--- src/rtl/core/sis_pkg.sv ---
package sis_pkg;

  localparam int LEN_W       = 9;
  localparam int SEED_W      = 32;
  localparam int MAX_CHUNK_D = 256;
  localparam int TAB_N       = 32;
  localparam int TAB_W       = $clog2(TAB_N);

  localparam logic [SEED_W-1:0] LFSR_TAPS  = 32'hC000_0401;
  localparam logic [LEN_W-1:0]  PRIME_BASE = 9'd11;
  localparam logic [LEN_W-1:0]  STEP_SUB   = 9'd4;
  localparam logic [LEN_W-1:0]  STEP_ADD   = 9'd3;

  localparam logic REQ_START = 1'b0;
  localparam logic REQ_NEXT  = 1'b1;

  typedef struct packed {
    logic [LEN_W-1:0]  prime;
    logic [LEN_W-1:0]  size;
    logic [LEN_W-1:0]  pos;
    logic [LEN_W-1:0]  step;
    logic [SEED_W-1:0] seed;
  } sis_start_t;

  typedef struct packed {
    logic [LEN_W-1:0] pos_nxt;
    logic [LEN_W-1:0] done_nxt;
    logic             decoy;
    logic             last;
  } sis_walk_t;

  function automatic logic [LEN_W-1:0] prime_lookup(input logic [TAB_W-1:0] idx);
    logic [LEN_W-1:0] p;
    case (idx)
      5'd0:    p = 9'd11;
      5'd1:    p = 9'd23;
      5'd2:    p = 9'd29;
      5'd3:    p = 9'd37;
      5'd4:    p = 9'd47;
      5'd5:    p = 9'd59;
      5'd6:    p = 9'd61;
      5'd7:    p = 9'd71;
      5'd8:    p = 9'd79;
      5'd9:    p = 9'd89;
      5'd10:   p = 9'd97;
      5'd11:   p = 9'd103;
      5'd12:   p = 9'd109;
      5'd13:   p = 9'd127;
      5'd14:   p = 9'd131;
      5'd15:   p = 9'd137;
      5'd16:   p = 9'd149;
      5'd17:   p = 9'd157;
      5'd18:   p = 9'd163;
      5'd19:   p = 9'd173;
      5'd20:   p = 9'd179;
      5'd21:   p = 9'd191;
      5'd22:   p = 9'd193;
      5'd23:   p = 9'd199;
      5'd24:   p = 9'd211;
      5'd25:   p = 9'd223;
      5'd26:   p = 9'd227;
      5'd27:   p = 9'd233;
      5'd28:   p = 9'd241;
      5'd29:   p = 9'd251;
      5'd30:   p = 9'd257;
      5'd31:   p = 9'd263;
      default: p = 9'd11;
    endcase
    return p;
  endfunction

endpackage

--- src/rtl/core/sis_start_calc.sv ---
module sis_start_calc import sis_pkg::*; #(
  parameter int MAX_CHUNK = MAX_CHUNK_D
) (
  input  logic [LEN_W-1:0]  chunk_len,
  input  logic              use_new_seed,
  input  logic [SEED_W-1:0] seed_in,
  input  logic [SEED_W-1:0] seed_cur,
  output sis_start_t        start
);

  logic [LEN_W-1:0]        len;
  logic [LEN_W-1:0]        len_m1;
  logic [SEED_W-1:0]       seed0;
  logic [SEED_W-1:0]       seed1;
  logic [LEN_W-1:0]        prime;
  logic [LEN_W-1:0]        prime_m4;
  logic [LEN_W+SEED_W-1:0] prod_pos;
  logic [LEN_W+SEED_W-1:0] prod_step;

  always_comb begin
    if (chunk_len == '0) begin
      len = LEN_W'(1);
    end else if (chunk_len > LEN_W'(MAX_CHUNK)) begin
      len = LEN_W'(MAX_CHUNK);
    end else begin
      len = chunk_len;
    end
  end

  assign len_m1    = len - LEN_W'(1);
  assign prime     = prime_lookup(len_m1[TAB_W+2:3]);
  assign prime_m4  = prime - STEP_SUB;
  assign seed0     = use_new_seed ? seed_in : seed_cur;
  assign seed1     = {seed0[SEED_W-2:0], 1'b0} ^ (seed0[SEED_W-1] ? '0 : LFSR_TAPS);
  assign prod_pos  = {{SEED_W{1'b0}}, prime} * {{LEN_W{1'b0}}, seed0};
  assign prod_step = {{SEED_W{1'b0}}, prime_m4} * {{LEN_W{1'b0}}, seed1};

  assign start.prime = prime;
  assign start.size  = len;
  assign start.pos   = prod_pos[LEN_W+SEED_W-1:SEED_W];
  assign start.step  = prod_step[LEN_W+SEED_W-1:SEED_W] + STEP_ADD;
  assign start.seed  = seed1;

endmodule

--- src/rtl/core/sis_walk.sv ---
module sis_walk import sis_pkg::*; (
  input  logic [LEN_W-1:0] cur_pos,
  input  logic [LEN_W-1:0] step_size,
  input  logic [LEN_W-1:0] chunk_size,
  input  logic [LEN_W-1:0] modulus_prime,
  input  logic [LEN_W-1:0] real_done,
  output sis_walk_t        walk
);

  logic [LEN_W:0]   sum;
  logic [LEN_W:0]   wrap;
  logic [LEN_W-1:0] done_inc;
  logic             decoy;

  assign decoy    = cur_pos >= chunk_size;
  assign done_inc = real_done + LEN_W'(1);
  assign sum      = {1'b0, cur_pos} + {1'b0, step_size};
  assign wrap     = (sum >= {1'b0, modulus_prime}) ? sum - {1'b0, modulus_prime} : sum;

  assign walk.pos_nxt  = wrap[LEN_W-1:0];
  assign walk.decoy    = decoy;
  assign walk.done_nxt = decoy ? real_done : done_inc;
  assign walk.last     = !decoy && (done_inc == chunk_size);

endmodule

--- src/rtl/core/shuffled_index_sequencer_core.sv ---
// Shuffled index sequencer. Each input word is either a chunk start (tuser 0) or a request
// for the next position (tuser 1), and each gives exactly one result word. One word is
// taken per clock while the output is not stalled; a word's result is presented after it
// passes through an input register and a result register, with the start calculation
// (prime table lookup and two 9x32 multipliers) and the position step (add and conditional
// subtract) in the single logic stage between them. Start words and next requests with no
// chunk active return pos_valid low; chunk_last marks the final real position, after which
// the chunk closes until the next start.
module shuffled_index_sequencer_core import sis_pkg::*; #(
  parameter int MAX_CHUNK = MAX_CHUNK_D
) (
  input  logic        clk,
  input  logic        rst_n,
  input  logic        in_tvalid,
  output logic        in_tready,
  input  logic [47:0] in_tdata,   // chunk_len[8:0], use_new_seed[9], seed_in[41:10]
  input  logic        in_tuser,   // req_type
  output logic        out_tvalid,
  input  logic        out_tready,
  output logic [15:0] out_tdata,  // position[8:0]
  output logic [1:0]  out_tuser,  // pos_valid[0], is_decoy[1]
  output logic        out_tlast   // chunk_last
);

  logic              in_valid_r;
  logic              req_r;
  logic [LEN_W-1:0]  len_r;
  logic              new_seed_r;
  logic [SEED_W-1:0] seed_in_r;

  logic [SEED_W-1:0] lfsr_seed_r;
  logic [LEN_W-1:0]  cur_pos_r;
  logic [LEN_W-1:0]  step_size_r;
  logic [LEN_W-1:0]  chunk_size_r;
  logic [LEN_W-1:0]  modulus_prime_r;
  logic [LEN_W-1:0]  real_done_r;
  logic              active_r;

  logic              out_valid_r;
  logic              pos_valid_r;
  logic [LEN_W-1:0]  position_r;
  logic              decoy_r;
  logic              last_r;

  logic              advance;
  logic              fire;
  logic              do_step;
  sis_start_t        start;
  sis_walk_t         walk;

  assign advance   = !out_valid_r || out_tready;
  assign in_tready = !in_valid_r || advance;
  assign fire      = in_valid_r && advance;
  assign do_step   = fire && (req_r == REQ_NEXT) && active_r;

  sis_start_calc #(
    .MAX_CHUNK (MAX_CHUNK)
  ) u_start (
    .chunk_len    (len_r),
    .use_new_seed (new_seed_r),
    .seed_in      (seed_in_r),
    .seed_cur     (lfsr_seed_r),
    .start        (start)
  );

  sis_walk u_walk (
    .cur_pos       (cur_pos_r),
    .step_size     (step_size_r),
    .chunk_size    (chunk_size_r),
    .modulus_prime (modulus_prime_r),
    .real_done     (real_done_r),
    .walk          (walk)
  );

  always_ff @(posedge clk) begin
    if (!rst_n) begin
      in_valid_r <= 1'b0;
    end else if (in_tready) begin
      in_valid_r <= in_tvalid;
    end
  end

  always_ff @(posedge clk) begin
    if (in_tready && in_tvalid) begin
      req_r      <= in_tuser;
      len_r      <= in_tdata[8:0];
      new_seed_r <= in_tdata[9];
      seed_in_r  <= in_tdata[41:10];
    end
  end

  always_ff @(posedge clk) begin
    if (!rst_n) begin
      lfsr_seed_r     <= '0;
      cur_pos_r       <= '0;
      step_size_r     <= '0;
      chunk_size_r    <= '0;
      modulus_prime_r <= PRIME_BASE;
      real_done_r     <= '0;
      active_r        <= 1'b0;
    end else if (fire && (req_r == REQ_START)) begin
      lfsr_seed_r     <= start.seed;
      cur_pos_r       <= start.pos;
      step_size_r     <= start.step;
      chunk_size_r    <= start.size;
      modulus_prime_r <= start.prime;
      real_done_r     <= '0;
      active_r        <= 1'b1;
    end else if (do_step) begin
      cur_pos_r   <= walk.pos_nxt;
      real_done_r <= walk.done_nxt;
      if (walk.last) begin
        active_r <= 1'b0;
      end
    end
  end

  always_ff @(posedge clk) begin
    if (!rst_n) begin
      out_valid_r <= 1'b0;
    end else if (advance) begin
      out_valid_r <= in_valid_r;
    end
  end

  always_ff @(posedge clk) begin
    if (fire) begin
      pos_valid_r <= do_step;
      position_r  <= do_step ? cur_pos_r : '0;
      decoy_r     <= do_step && walk.decoy;
      last_r      <= do_step && walk.last;
    end
  end

  assign out_tvalid = out_valid_r;
  assign out_tdata  = {{(16-LEN_W){1'b0}}, position_r};
  assign out_tuser  = {decoy_r, pos_valid_r};
  assign out_tlast  = last_r;

endmodule
--- config.mk ---
export PLATFORM = sky130hd
export DESIGN_NAME = shuffled_index_sequencer_core
export DESIGN_NICKNAME = d
export VERILOG_FILES = /design/src/rtl/core/sis_pkg.sv /design/src/rtl/core/sis_start_calc.sv /design/src/rtl/core/sis_walk.sv /design/src/rtl/core/shuffled_index_sequencer_core.sv
export SDC_FILE = /design/constraint.sdc
export NUM_CORES = 1
export LEC_CHECK = 0
export BUFFER_PORTS_ARGS = -buffer_cell sky130_fd_sc_hd__buf_4
export CAP_MARGIN = 20
export CORE_ASPECT_RATIO = 1.75
export CORE_MARGIN = 5
export CORE_UTILIZATION = 45
export CTS_CLUSTER_DIAMETER = 120
export DETAILED_ROUTE_END_ITERATION = 16
export PLACE_DENSITY = 0.69
export SYNTH_ARGS = -nofsm -noshare
export SYNTH_HDL_FRONTEND = slang
export SYNTH_SLANG_ARGS = --single-unit
export TNS_END_PERCENT = 30
--- constraint.sdc ---
create_clock -name clk -period 11.79 [get_ports clk]
set_input_delay 1.7685 -clock clk [delete_from_list [all_inputs] [get_ports clk]]
set_output_delay 1.7685 -clock clk [all_outputs]
set_load 0.05 [all_outputs]
==> results of run 1 <==
metal layers:
metal	wire, um	GRT usage	up-vias
li1	-	-	8190
met1	22240	0.2485	9291
met2	34980	0.4449	818
met3	3311	0.03165	314
met4	6304	0.1878	0
met5	0	0	-
registers in the layout, summed over array words and instances, names as in the netlist, 8 cells and up:
name,count
cur_pos_r,9
real_done_r,9
seed_in_r,32
modulus_prime_r,8
chunk_size_r,9
position_r,9
step_size_r,9
len_r,9
lfsr_seed_r,32
power breakdown:
| group | leakage (nW) | switching [W] | internal (W) |
|---|---|---|---|
| Sequential | 1.18 | 0.0000405 | 0.000518 |
| Combinational | 10.6 | 0.00320 | 0.00210 |
| Clock | 0.287 | 0.000236 | 0.000341 |
| Total | 12.1 | 0.00347 | 0.00296 |
cell usage after synthesis (47+ instances only):
| master | n |
|---|---|
| dfxtp_1 | 79 |
| fa_1 | 422 |
| o21ai_0 | 50 |
| clkbuf_1 | 106 |
| edfxtp_1 | 55 |
| nand2_1 | 246 |
| a21oi_1 | 93 |
| a21o_1 | 55 |
| a211oi_1 | 47 |
| nor2_1 | 390 |
| inv_1 | 469 |
| ha_1 | 152 |
cell families after synthesis:
group                      count (synthesis)  share of synthesized area
AOI/OAI and AO/OA                        347                     0.1022
xor gates and xnor gates                  64                    0.02445
adders and majority gates                574                     0.4515
buffers and inverters                    597                    0.09962
DFF                                      134                     0.1410
muxes                                     50                    0.02271
other                                      1                  0.0001636
and+or+nand+nor                          828                     0.1583
critical path: cells and delay by family, from the launching register on:
| family | cells | cell delay (ps) |
|---|---|---|
| buffers and inverters | 3 | 450 |
| muxes | 2 | 360 |
| and+or+nand+nor | 13 | 4190 |
| adders and majority gates | 7 | 2930 |
| xor gates and xnor gates | 1 | 690 |
| AOI/OAI and AO/OA | 5 | 1440 |
| DFF | 1 | 580 |
cells in the final DEF, fill, tap and decap left out, types with 12 or more instances in the layout:
master / instances
a211oi_1: 47
a21o_1: 55
a21oi_1: 91
and3_1: 16
buf_4: 106
clkbuf_16: 17
dfxtp_1: 79
edfxtp_1: 55
fa_1: 422
ha_1: 152
inv_1: 469
mux2i_1: 37
nand2_1: 246
nand2b_1: 21
nand3_1: 30
nand4_1: 16
nor2_1: 387
nor2b_1: 22
nor3_1: 21
nor4_1: 12
o21ai_0: 50
o21bai_1: 18
or2_2: 14
xnor2_1: 38
xor2_1: 21
stage by stage:
| stage | power, W | util | hold WS (ps) | std cells |
|---|---|---|---|---|
| finish | 0.006430 | 0.4925 | 461.5 | 3287 |
| global route | 0.007131 | 0.4925 | 471.1 | 3287 |
| CTS | 0.006427 | 0.4919 | 456.9 | 3284 |
| detailed placement | 0.005815 | 0.4798 | 447.6 | 3252 |
| global placement | 0.005695 | 0.4795 | 442.7 | 3251 |
| floorplan | 0.004509 | - | 433.8 | 2601 |
path summary, 6_finish.rpt:
path | from | endpoint | slack (ps) | depth (start not counted)
worst min-delay path | lfsr_seed_r[30] | lfsr_seed_r[30] | 460 | 2
worst min register to register | lfsr_seed_r[30] | lfsr_seed_r[30] | 460 | 2
worst max register to register | len_r[5] | step_size_r[7] | 1030 | 31
worst max-delay path | len_r[5] | step_size_r[7] | 1030 | 31
layout make-up:
class	instances	share of cell area
multi-input cells	1870	0.7061
flip-flops and latches	134	0.1301
inverters	475	0.07174
repair buffers	110	0.03383
well taps	666	0.03353
clock buffers	19	0.01782
clock inverters	13	0.006847
==> results.env, run 1 <==
CORE.ROWCOUNT=109
WORSTPATHARRIVAL_PS=11110
DRTANTENNAVIOLNETS=0
GRT_ANTENNA_BEFORE_REPAIR=0
SYN_AVG_CELL_AREA_SQ_UM=8.833
FINAL_LAYOUT_SIZE_SUFFIX_GT1_FRAC=0.07516
TRITONROUTE_PASS_1_ITERS=6
CRIT_PATH_TOP_DELAY_CELL='or4b_2'
ROUTE.DETAILED.DRC=0
CLOCK-ROOT-BUFFER='clkbuf_16'
INITIAL_CORE_UTIL=0.4543
DETAILEDPLACEMENTHPWL_UM=54130
SYNTH.YOSYS.WARNINGS=0
PLACE_CONGESTION=0.9826
CLOCK_TREE.BUFFER_DEPTH=2
FMAX_GHz=0.09297
FINAL_CELL_AREA_SQ_UM=24850
YOSYSTOPAREACELL='fa_1'
MAXIMUM_NUMBER_OF_PINS_ON_ONE_NET_BEFORE_GLOBAL_ROUTE_REPAIR=96
POST_CTS_SIZING_COUNT=0
SYNTH_CELL_TYPES=84
FLOORPLAN.CORE_AREA_SQ_UM=50460
POWER-PER-CELL-AREA_nW_PER_UM2=258.7
TIMING.SLEW.HEADROOM=0.2099
LAYOUT.FILLER_CELLS=4772
DELAY_OF_THE_SLOWEST_CRITICAL_PATH_STAGE_PS=700
COUNT_OF_BUFFERS_INSERTED_AT_THE_TOP_LEVEL_PORTS=60
CTS_HOLD_REPAIR.BUFFERS=0
LAYOUT_SKEW_PS=13.33
CELLLEAKAGEPOWER_nW=12.11
FIN_CRIT_PS=10760
WORST-SLEW-PIN-TRANSITION_PS=1175
CLKSLEWWORSTSETUPHOLDPATHS_PS=70
SYNTH_SEQ_CELLS=134
GRT_PASS1_VIAS=19892
CTS_INSERTED_BUFFERS=17
GLOBALROUTEOVERFLOWTOTAL=0
GRTUSAGETOTAL=0.2425
SETUP_VIOL=0
STATUS='finished, final reports clean'
SYNTH-ASYNC-RESET-RATIO=0
PRIMARY_FLIP_FLOP_CELL_CHOSEN_BY_SYNTHESIS_MAPPING='dfxtp_1'
FIN_WS_PS=1034
VIASPERCELL=5.663
DIE_WIDTH_UM=180.6
HOLD_VIOL_FINAL=0
YOSYS.AREA.TOP_TYPE_SHARE=0.3686
GRT_FIRST_PASS_WIRELENGTH_UM=105400
CLOCK_SINK_COUNT=134
DR.FIRST_ITER.DRC_COUNT=1376
LAYOUT_WORST_PATH_CYCLE_SHARE=0.9123
POST_CTS_BUFFERS=0
H-TREE-DEPTH=4
SLEW_VIOL_FINAL=0
NUM-NETS-FINAL=3235
AREA_OCCUPIED_BY_MULTI_INPUT_GATES_SQ_UM=17550
PLACE_WS_PS=850.3
LAYOUT.AREA.SEQ_SQ_UM=3233
CELLS_TAKING_THE_MOST_AREA_AFTER_SYNTHESIS='fa_1 (37%), ha_1 (8.3%), inv_1 (7.7%)'
VIAS=18613
CRIT_PATH_START_KIND='flop'
CRITICAL_PATH.MAX_FANOUT=16
ANTENNA-DIODE-COUNT=0
NUM_IO_PINS=74
SYNTH_AREA_SQ_UM=22920
HP-CLASS='flop to flop'
DIE-HEIGHT_UM=308.6
GATE_COUNT_AFTER_TECHNOLOGY_MAPPING=2595
MAX_CAP_VIOLATIONS=0
CRITPATHCAPTURETYPE='flop'
WORST-ENDPOINT-REQUIRED_PS=12150
CPMOSTUSEDCELL='fa_1'
CLOCK_LATENCY_PS=470
SETUP.WORST_PATH.CLASS='flop to flop'
TOTAL_DIE_AREA_SQ_UM=55730
FINAL_TNS_SETUP_PS=0
PLACED_CELL_AREAS_SQ_UM=24210
IRDROPWORSTVDD_mV=0.1685
SEQ_AREA_FRAC_SYNTH=0.1410
AVGROUTEDWIREPERCELL_UM=20.33
RSZ0062_AT_GRT='no'
SYNTH-EDFF-COUNT=55
CLOCK_TREE_FROM_TRITONCTS='done'
AREA.GROWTH.SYNTH_TO_FINAL_PCT=8.423
WIRELENGTH_UM=66830
Power figures use the tool's default switching activity.
==> run 2: changes to the inputs <==
CORE_MARGIN = 1.5   (was 5)
SKIP_LAST_GASP = 1   (was unset)
SYNTH_HIERARCHICAL = 1   (was unset)
==> run 2 against run 1 <==
  * Power is 12% lower
  * Sequential power down 2%
  * Final cell count is 1.7% higher
  * Utilization decreased by 0.39 points
  * Sequential cell count increased by 1
==> results.env, run 2 <==
STATUS='finished, final reports clean'
INITIAL_CORE_UTIL=0.4552
YOSYSTOPAREACELL='fa_1'
SYNTH_SEQ_CELLS=135
POST_CTS_SIZING_COUNT=0
SWITCHING_POWER_W=0.003077
DETAILEDPLACEMENTHPWL_UM=53170
LARGESTREGISTERS='lfsr_seed_r x32, seed_in_r x32'
CORE.ROWCOUNT=110
HP-CLASS='flop to flop'
GRT_PASS1_VIAS=20879
SEQ_POWER_SHARE=0.097
LAYOUT_COMMONEST_CELL='inv_1'
COUNT_OF_BUFFERS_INSERTED_AT_THE_TOP_LEVEL_PORTS=60
SYN_AVG_CELL_AREA_SQ_UM=8.785
CLKSLEWWORSTSETUPHOLDPATHS_PS=70
RRSETUPSLACK_PS=940
IRDROPWORSTVDD_mV=0.1631
SETUP.WORST_PATH.CLASS='flop to flop'
TOTAL_DIE_AREA_SQ_UM=53500
CLOCK_LATENCY_PS=450
YOSYS.AREA.TOP_TYPE_SHARE=0.3606
SYNTH-ASYNC-RESET-RATIO=0
ROUTE.DETAILED.DRC=0
CLOCK_TREE.BUFFER_DEPTH=2
POST-SYNTH-TOP-COUNT-CELL='inv_1'
PLACE_CONGESTION=0.9418
PRIMARY_FLIP_FLOP_CELL_CHOSEN_BY_SYNTHESIS_MAPPING='dfxtp_1'
AREA.GROWTH.SYNTH_TO_FINAL_PCT=7.343
WORST-ENDPOINT-REQUIRED_PS=12170
POWER-PER-CELL-AREA_nW_PER_UM2=224.7
GRT_BUSIEST_LAYER='met2'
DELAY_OF_THE_SLOWEST_CRITICAL_PATH_STAGE_PS=670
CLOCK-ROOT-BUFFER='clkbuf_16'
POST_CTS_BUFFERS=0
POWER.COMBINATIONAL.FRACTION=0.811
TIMING.SLEW.HEADROOM=0.3211
LAYOUT.AREA.SEQ_SQ_UM=3253
LAYOUT_WORST_PATH_CYCLE_SHARE=0.9204
CELLLEAKAGEPOWER_nW=11.85
NUM_IO_PINS=74
GATE_COUNT_AFTER_TECHNOLOGY_MAPPING=2667
CRITICAL_PATH.MAX_FANOUT=23
CLOCK_SINK_COUNT=135
H-TREE-DEPTH=4
MAXIMUM_NUMBER_OF_PINS_ON_ONE_NET_BEFORE_GLOBAL_ROUTE_REPAIR=74
LAYOUT.FILLER_CELLS=4898
GROUTE.LAYER.MET1.USAGE=0.2550
SETUP_VIOL=0
WORSTPATHARRIVAL_PS=11230
GRTUSAGETOTAL=0.2575
CLOCK_TREE_FROM_TRITONCTS='done'
VIASPERCELL=5.704
CRITPATHCAPTURETYPE='flop'
CRIT_PATH_START_KIND='flop'
GRT_ANTENNA_BEFORE_REPAIR=0
CRIT_BUF_INV=4
SYNTH.TOP_CELLS.BY_COUNT='inv_1 (469), fa_1 (422), nor2_1 (344)'
CELLS_TAKING_THE_MOST_AREA_AFTER_SYNTHESIS='fa_1 (36%), ha_1 (8.1%), inv_1 (7.5%)'
MAX_CAP_VIOLATIONS=0
TRITONROUTE_PASS_1_ITERS=5
SLEW_VIOL_FINAL=0
CPMOSTUSEDCELL='fa_1'
SEQ_AREA_FRAC_SYNTH=0.1389
SYNTH_CELL_TYPES=97
WORST-SLEW-PIN-TRANSITION_PS=1006
FMAX_GHz=0.09215
DR.FIRST_ITER.DRC_COUNT=1131
CP_TOP_FAMILY='compound AO/OA/AOI/OAI gates'
FLOORPLAN.CORE_AREA_SQ_UM=51470
REPORT.POWER.TOTAL_W=0.005650
CTS_INSERTED_BUFFERS=17
DRTANTENNAVIOLNETS=0
DIE_WIDTH_UM=175.5
VIAS=19068
FINAL_TNS_SETUP_PS=0
AVGROUTEDWIREPERCELL_UM=19.96
GLOBAL_ROUTE_MET3_UTILIZATION=0.03169
FINAL_LAYOUT_SIZE_SUFFIX_GT1_FRAC=0.08536
SYNTH-EDFF-COUNT=55
SWITCHING_SHARE=0.5446
SYNTH_AREA_SQ_UM=23430
DIE-HEIGHT_UM=304.8
CTS_HOLD_REPAIR.BUFFERS=0
NUM-NETS-FINAL=3285
AREA_OCCUPIED_BY_MULTI_INPUT_GATES_SQ_UM=17850
HOLD_VIOL_FINAL=0
FIN_CRIT_PS=10850
WIRELENGTH_UM=66720
MET2_USE_GR=0.4828
LAYOUT.CELLS.MOST_COMMON_LIST='inv_1 (469), fa_1 (422), nor2_1 (344)'
CELLINTERNALPOWER_W=0.002573
SYNTH.YOSYS.WARNINGS=6
GRT_FIRST_PASS_WIRELENGTH_UM=106600
GLOBALROUTEOVERFLOWTOTAL=0
CLOCK_POWER_SHARE=0.092
CRIT_PATH_TOP_DELAY_CELL='or4_1'
RSZ0062_AT_GRT='no'
ANTENNA-DIODE-COUNT=0
LAYOUT_SKEW_PS=11.42
==> run 2: changes by cell type in the layout (fill, tap and decap cells not counted), sizes merged, moves of 13 or more <==
cell    change
mux2       +23
mux2i      -26
a21o       -31
nor2       -46
nand3      +55
a211oi     -34
nand4      +13
o21bai     -16
and2       +14
o21ai      +48
a21oi      +42
==> run 2: metrics by stage <==
step | utilization | hold WS, ps | cells | setup WS (ps) | instance area, sq um
after detailed placement | 0.4762 | 467.3 | 3307 | 1194 | 24510
final | 0.4886 | 474.1 | 3343 | 938.0 | 25150
after CTS | 0.4870 | 477.3 | 3339 | 1108 | 25070
after floorplan | - | 447.1 | 2673 | 2143 | 23450
after global routing | 0.4886 | 493.0 | 3343 | 359.7 | 25150
after global placement | 0.4762 | 458.3 | 3307 | 1297 | 24510
==> run 2: worst paths after layout <==
path | start | end | cells after the start
setup / recovery | len_r[0] | step_size_r[8] | 32
hold / removal | lfsr_seed_r[27] | lfsr_seed_r[27] | 2
setup reg to reg | len_r[0] | step_size_r[8] | 32
hold reg to reg | lfsr_seed_r[27] | lfsr_seed_r[27] | 2
==> run 2: kinds of logic after synthesis <==
logic type | Yosys count | share of synthesized area
other | 2 | 0.0003205
and+or+nand+nor | 845 | 0.1633
xor gates and xnor gates | 62 | 0.02382
adders and majority gates | 574 | 0.4418
muxes | 47 | 0.02328
AOI/OAI and AO/OA | 382 | 0.1041
buffers and inverters | 620 | 0.1046
DFF | 135 | 0.1389
==> run 2: final cells by class <==
cell class | count | share of cell area
clock buffer | 17 | 0.01692
sequential | 135 | 0.1294
inverter | 480 | 0.07164
tap | 672 | 0.03343
clock inverter | 15 | 0.005224
timing repair buffer | 106 | 0.03358
multi-input combinational | 1918 | 0.7099
==> run 2: power groups by stage <==
stage	registers, W	clock network, W	logic (W)
3_3_place_gp	0.000558	0	0.00436
4_1_cts	0.000549	0.000529	0.00453
6_report	0.000548	0.000517	0.00458
3_5_place_dp	0.000558	0	0.00449
5_1_grt	0.000551	0.000545	0.00514
2_1_floorplan	0.000546	0	0.00329
==> run 2: tightest hold or removal path: stages (launching register included) <==
cell and delay [ps]:
dfxtp_1 300, o21ai_0 60, a21oi_1 60
==> run 2: per-layer routing <==
metal | up-vias | wire length [um]
met4 | 0 | 5452
met1 | 9553 | 22350
li1 | 8436 | -
met5 | - | 0
met3 | 311 | 3296
met2 | 768 | 35620
